`src/rtl/lzhb_pkg.sv`:
```
// Shared types and constants for the LZ hash bucket match finder.
// Used by lzhb_hash and lz_hash_bucket_match_finder; no dependencies.
`timescale 1ns / 1ps

package lzhb_pkg;

  localparam int WAYS_DEF            = 4;
  localparam int HASH_BITS_DEF       = 18;
  localparam int SHORT_HASH_BITS_DEF = 16;
  localparam int WINDOW_DEF          = 65536;
  localparam int MAX_MATCH_DEF       = 32;

  // Fibonacci hash multiplier, split in 32-bit halves
  localparam logic [31:0] HASH_MUL_LO = 32'h85EBCA87;
  localparam logic [31:0] HASH_MUL_HI = 32'h9E3779B1;

  localparam int ENT_W = 33;  // valid bit + 32-bit position

  typedef enum logic [2:0] {
    HS_IDLE,
    HS_M0,
    HS_M1,
    HS_M2,
    HS_M3,
    HS_DONE
  } hst_t;

  typedef enum logic [3:0] {
    ST_CLEAR,
    ST_IDLE,
    ST_CHECK,
    ST_LOAD,
    ST_HSTART,
    ST_HWAIT,
    ST_TRD,
    ST_TUSE,
    ST_WAY,
    ST_CRD,
    ST_CCK,
    ST_CDONE,
    ST_SHORT,
    ST_EMIT,
    ST_INEXT
  } st_t;

endpackage

```
`src/rtl/lzhb_hash.sv`:
```
// Multi-cycle long and short hash unit built around one 32x32 multiplier.
// Depends on lzhb_pkg.
`timescale 1ns / 1ps

module lzhb_hash #(
  parameter int HASH_BITS       = lzhb_pkg::HASH_BITS_DEF,
  parameter int SHORT_HASH_BITS = lzhb_pkg::SHORT_HASH_BITS_DEF
) (
  input  logic                       clk,
  input  logic                       rst_n,
  input  logic                       start,
  input  logic [63:0]                x_in,
  output logic                       done,
  output logic [HASH_BITS-1:0]       long_h,
  output logic [SHORT_HASH_BITS-1:0] short_h
);

  lzhb_pkg::hst_t hst_r, hst_nxt;
  logic [31:0] lo_r, hi_r, raw_lo_r, acc_r;
  logic [63:0] prod_r;
  logic [31:0] op_a, op_b;
  logic        mul_en;

  always_comb begin
    hst_nxt = hst_r;
    case (hst_r)
      lzhb_pkg::HS_IDLE: if (start) hst_nxt = lzhb_pkg::HS_M0;
      lzhb_pkg::HS_M0:   hst_nxt = lzhb_pkg::HS_M1;
      lzhb_pkg::HS_M1:   hst_nxt = lzhb_pkg::HS_M2;
      lzhb_pkg::HS_M2:   hst_nxt = lzhb_pkg::HS_M3;
      lzhb_pkg::HS_M3:   hst_nxt = lzhb_pkg::HS_DONE;
      lzhb_pkg::HS_DONE: hst_nxt = lzhb_pkg::HS_IDLE;
      default:           hst_nxt = lzhb_pkg::HS_IDLE;
    endcase
  end

  always_comb begin
    op_a   = lo_r;
    op_b   = lzhb_pkg::HASH_MUL_LO;
    mul_en = 1'b0;
    done   = 1'b0;
    case (hst_r)
      lzhb_pkg::HS_M0: begin
        mul_en = 1'b1;
      end
      lzhb_pkg::HS_M1: begin
        op_a   = hi_r;
        mul_en = 1'b1;
      end
      lzhb_pkg::HS_M2: begin
        op_b   = lzhb_pkg::HASH_MUL_HI;
        mul_en = 1'b1;
      end
      lzhb_pkg::HS_M3: begin
        op_a   = raw_lo_r;
        op_b   = lzhb_pkg::HASH_MUL_HI;
        mul_en = 1'b1;
      end
      lzhb_pkg::HS_DONE: done = 1'b1;
      default: ;
    endcase
  end

  assign long_h  = acc_r[31 -: HASH_BITS];
  assign short_h = prod_r[31 -: SHORT_HASH_BITS];

  always_ff @(posedge clk) begin
    if (!rst_n) begin
      hst_r <= lzhb_pkg::HS_IDLE;
    end else begin
      hst_r <= hst_nxt;
    end
  end

  always_ff @(posedge clk) begin
    if (hst_r == lzhb_pkg::HS_IDLE && start) begin
      lo_r     <= x_in[31:0] ^ x_in[63:32];
      hi_r     <= x_in[63:32];
      raw_lo_r <= x_in[31:0];
    end
    if (mul_en) prod_r <= op_a * op_b;
    // upper word of the 64-bit product is built from three partial products
    case (hst_r)
      lzhb_pkg::HS_M1: acc_r <= prod_r[63:32];
      lzhb_pkg::HS_M2: acc_r <= acc_r + prod_r[31:0];
      lzhb_pkg::HS_M3: acc_r <= acc_r + prod_r[31:0];
      default: ;
    endcase
  end

endmodule

```
`config.mk`:
```
export PLATFORM = sky130hd
export DESIGN_NAME = lzhb_hash
export DESIGN_NICKNAME = d
export VERILOG_FILES = /design/src/rtl/lzhb_pkg.sv /design/src/rtl/lzhb_hash.sv
export SDC_FILE = /design/constraint.sdc
export NUM_CORES = 2
export LEC_CHECK = 0
export BUFFER_PORTS_ARGS = -buffer_cell sky130_fd_sc_hd__buf_2
export CAP_MARGIN = 0
export CELL_PAD_IN_SITES_DETAIL_PLACEMENT = 0
export CELL_PAD_IN_SITES_GLOBAL_PLACEMENT = 1
export CORE_ASPECT_RATIO = 0.8
export CORE_MARGIN = 3
export CORE_UTILIZATION = 55
export CTS_CLUSTER_SIZE = 8
export DETAILED_ROUTE_END_ITERATION = 16
export PLACE_DENSITY = 0.88
export SYNTH_ARGS = -nofsm -noshare
export SYNTH_HDL_FRONTEND = slang
export SYNTH_SLANG_ARGS = --single-unit
export TNS_END_PERCENT = 50
```
`constraint.sdc`:
```
create_clock -name clk -period 24.5 [get_ports clk]
set_input_delay 3.675 -clock clk [delete_from_list [all_inputs] [get_ports clk]]
set_output_delay 3.675 -clock clk [all_outputs]
set_load 0.01 [all_outputs]
```
==> impl_metrics.yaml <==
cells_and_area:
  multi_input_area_um2: 24600
  layout_commonest_cell: "inv_1"
  final_nets: 4494
  fin_area_um2: 35800
  fillCellCount: 5204
  diodes: 0
  area_delta_synth_final_pct: 5.56
  layoutNonFillerInstCount: 4243
  regArea_um2: 5830
  final_core_util_pct: 59.4
  drive_above_1_share_pct: 5.96
  final_cell_mix: "inv_1 (794), fa_1 (607), ha_1 (410)"
outcome:
  status: "complete, no violations"
worst_setup_path:
  path_class: "flip-flop to flip-flop"
  cp_data_arrival_time_ns: 10.39
  cpPeakStageDelay_ns: 0.75
  startpoint_type: "flip-flop"
  crit_top_cell: "fa_1"
  critPathRequiredTime_ns: 24.73
  rr_endpoint: "prod_r[61]"
  crit_path_top_delay_cell: "dfxtp_1"
  path_max_fanout: 31
  r2r-start: "hst_r[2]"
  cp-end-kind: "flip-flop"
  r2r_slack_ns: 14.34
  rr_worst_depth: 29
hold_path:
  hold_class: "flip-flop to flip-flop"
  whs_path_depth: 2
  hp-start: "prod_r[32]"
  hold-path-endpoint: "acc_r[0]"
clock_tree:
  hold_buffers: 0
  cts.clk_slew.worst_paths_ns: 0.08
  h-tree-depth: 4
  numClockSinks: 195
  cts-root-buf: "clkbuf_16"
  cts_resized: 0
  cts_tree: "yes"
  cts_made_buffers: 17
  post-cts-setup-buffers: 0
  cts_buffer_depth: 2
  worstSkewPairLatency_ns: 0.49
synth:
  yosysTopAreaCellShare_pct: 35.8
  synth_edf_count: 192
  postSynthAreaPerCell_um2: 10.1
  seq_area_frac_synth_pct: 17.2
  yosysWarnings: 0
  synthTopCellsByArea: "fa_1 (36%), edfxtp_1 (17%), ha_1 (15%)"
  synthCells: 3345
  synth_top_cell_by_area: "fa_1"
  ys.flop_type: "edfxtp_1"
  ys_types: 84
  syn-cell-area_um2: 33900
  ys_ff_latch: 195
  synthArstFlopShare_pct: 0
timing:
  relSlewSlack_pct: 35.5
  final.min_clock_period_ns: 10.16
  finalSetupViolCount: 0
  final_hold_viol_count: 0
  drv_slew: 0
  tns_ns: 0
  finClkSkew_ns: 0.0114
  fmax_ghz: 0.0985
  worst_slew_pin_slew_ns: 0.967
  rsz0062_at_grt: "no"
  timing.final.crit_share_pct: 41.5
grt:
  grt_max_degree: 81
  grt_pass1_wl_mm: 146
  grt_antenna_before_repair: 0
  grt_usage_pct: 30.2
  grt_pass1_vias: 24400
  overflow: 0
place:
  place_area_um2: 35200
  place_hpwl_mm: 83.5
  place.gp.congestion: 1.01
  portBuffers: 101
  placedCellCount: 4211
die:
  die_y_um: 228
  num_io_pins: 102
  dieArea_um2: 64700
  initial_core_util_pct: 56.3
  die_w_um: 284
  row_count: 80
  coreArea_um2: 60300
detailed_routing:
  drcViolationCount: 0
  via_per_inst: 5.56
  initialDrtViolationCount: 2419
  ant_nets: 0
  wl_per_cell_um: 22.6
  dr.pass1.iters: 6
  dr_total_vias: 23600
  drt-total-wl_mm: 95.8
run:
  cap_violations: 0
-- state kept, by name, indices dropped and copies added (netlist names) --
name / count
lo_r: 32
acc_r: 32
hi_r: 32
prod_r: 64
raw_lo_r: 32
hst_r: 3
-- how the worst max path moves through the flow --
stage | slack [ns] | endpoint | startpoint
after floorplan | 13.24 | hi_r[0] | start
after global placement | 14.45 | prod_r[61] | hst_r[2]
after detailed placement | 14.36 | prod_r[61] | hst_r[2]
after CTS | 14.32 | prod_r[61] | hst_r[2]
after global routing | 13.76 | prod_r[60] | hst_r[2]
final | 14.34 | prod_r[61] | hst_r[2]
-- final cells by class --
type | count | area share [%]
Sequential cell | 195 | 16.3
Multi-Input combinational cell | 2261 | 68.8
Clock buffer | 17 | 1.19
Timing Repair Buffer | 121 | 1.83
Clock inverter | 15 | 0.479
Tap cell | 820 | 2.87
Inverter | 814 | 8.54
-- per-layer routing --
| layer | wire, µm | global-route usage, % |
|---|---|---|
| met4 | 2770 | 9.08 |
| met1 | 41500 | 44.1 |
| met3 | 9810 | 7.49 |
| met5 | 0 | 0 |
| met2 | 41700 | 44.7 |
-- worst max-delay path, delay by kind of cell, from the launching register on --
family / cells / cell delay (ns)
AND/OR/NAND/NOR: 8 / 2.38
flip-flops: 1 / 0.75
buffers and inverters: 7 / 0.89
adder cells (fa/ha/maj): 9 / 4.61
AO/OA/AOI/OAI: 4 / 1.11
XOR/XNOR: 1 / 0.13
-- through the flow --
step,hold WS (ns),setup slack [ns]
2_1_floorplan,0.484,13.24
3_3_place_gp,0.491,14.45
3_5_place_dp,0.491,14.36
4_1_cts,0.504,14.32
5_1_grt,0.564,13.76
6_report,0.504,14.34
-- synthesized netlist by cell type (all sizes together) (5+ instances only) --
master,number
a31oi,6
edfxtp,192
xnor2,87
and3,12
nand2,224
or2,5
nand4,22
and2,39
clkinv,6
ha,410
clkbuf,73
nand2b,10
nor2,178
a221oi,9
a221o,26
o211ai,6
nand3,22
or3,8
a21o,62
a211oi,9
o21ai,78
nor3,25
o31ai,8
and4,6
inv,808
o22ai,7
nor4,9
xor2,64
fa,607
o31a,5
o221ai,5
a21boi,7
o21a,14
o21bai,28
a21oi,156
buf,62
-- logic make-up (layout without fill, tap and decap cells) --
family	after synthesis	in the layout	share of synthesized area, %
compound gates	455	455	9.15
xor+xnor	151	151	3.90
fa+ha+maj	1017	1017	51.0
buf+inv	949	967	11.0
flops	195	195	17.2
mux	3	3	0.0886
other cells	2	62	0.0222
simple gates	573	573	7.73
Power is left out: the tool's default activity adds up to more than one toggle a clock period on the data nets, which glitch-free logic cannot reach.
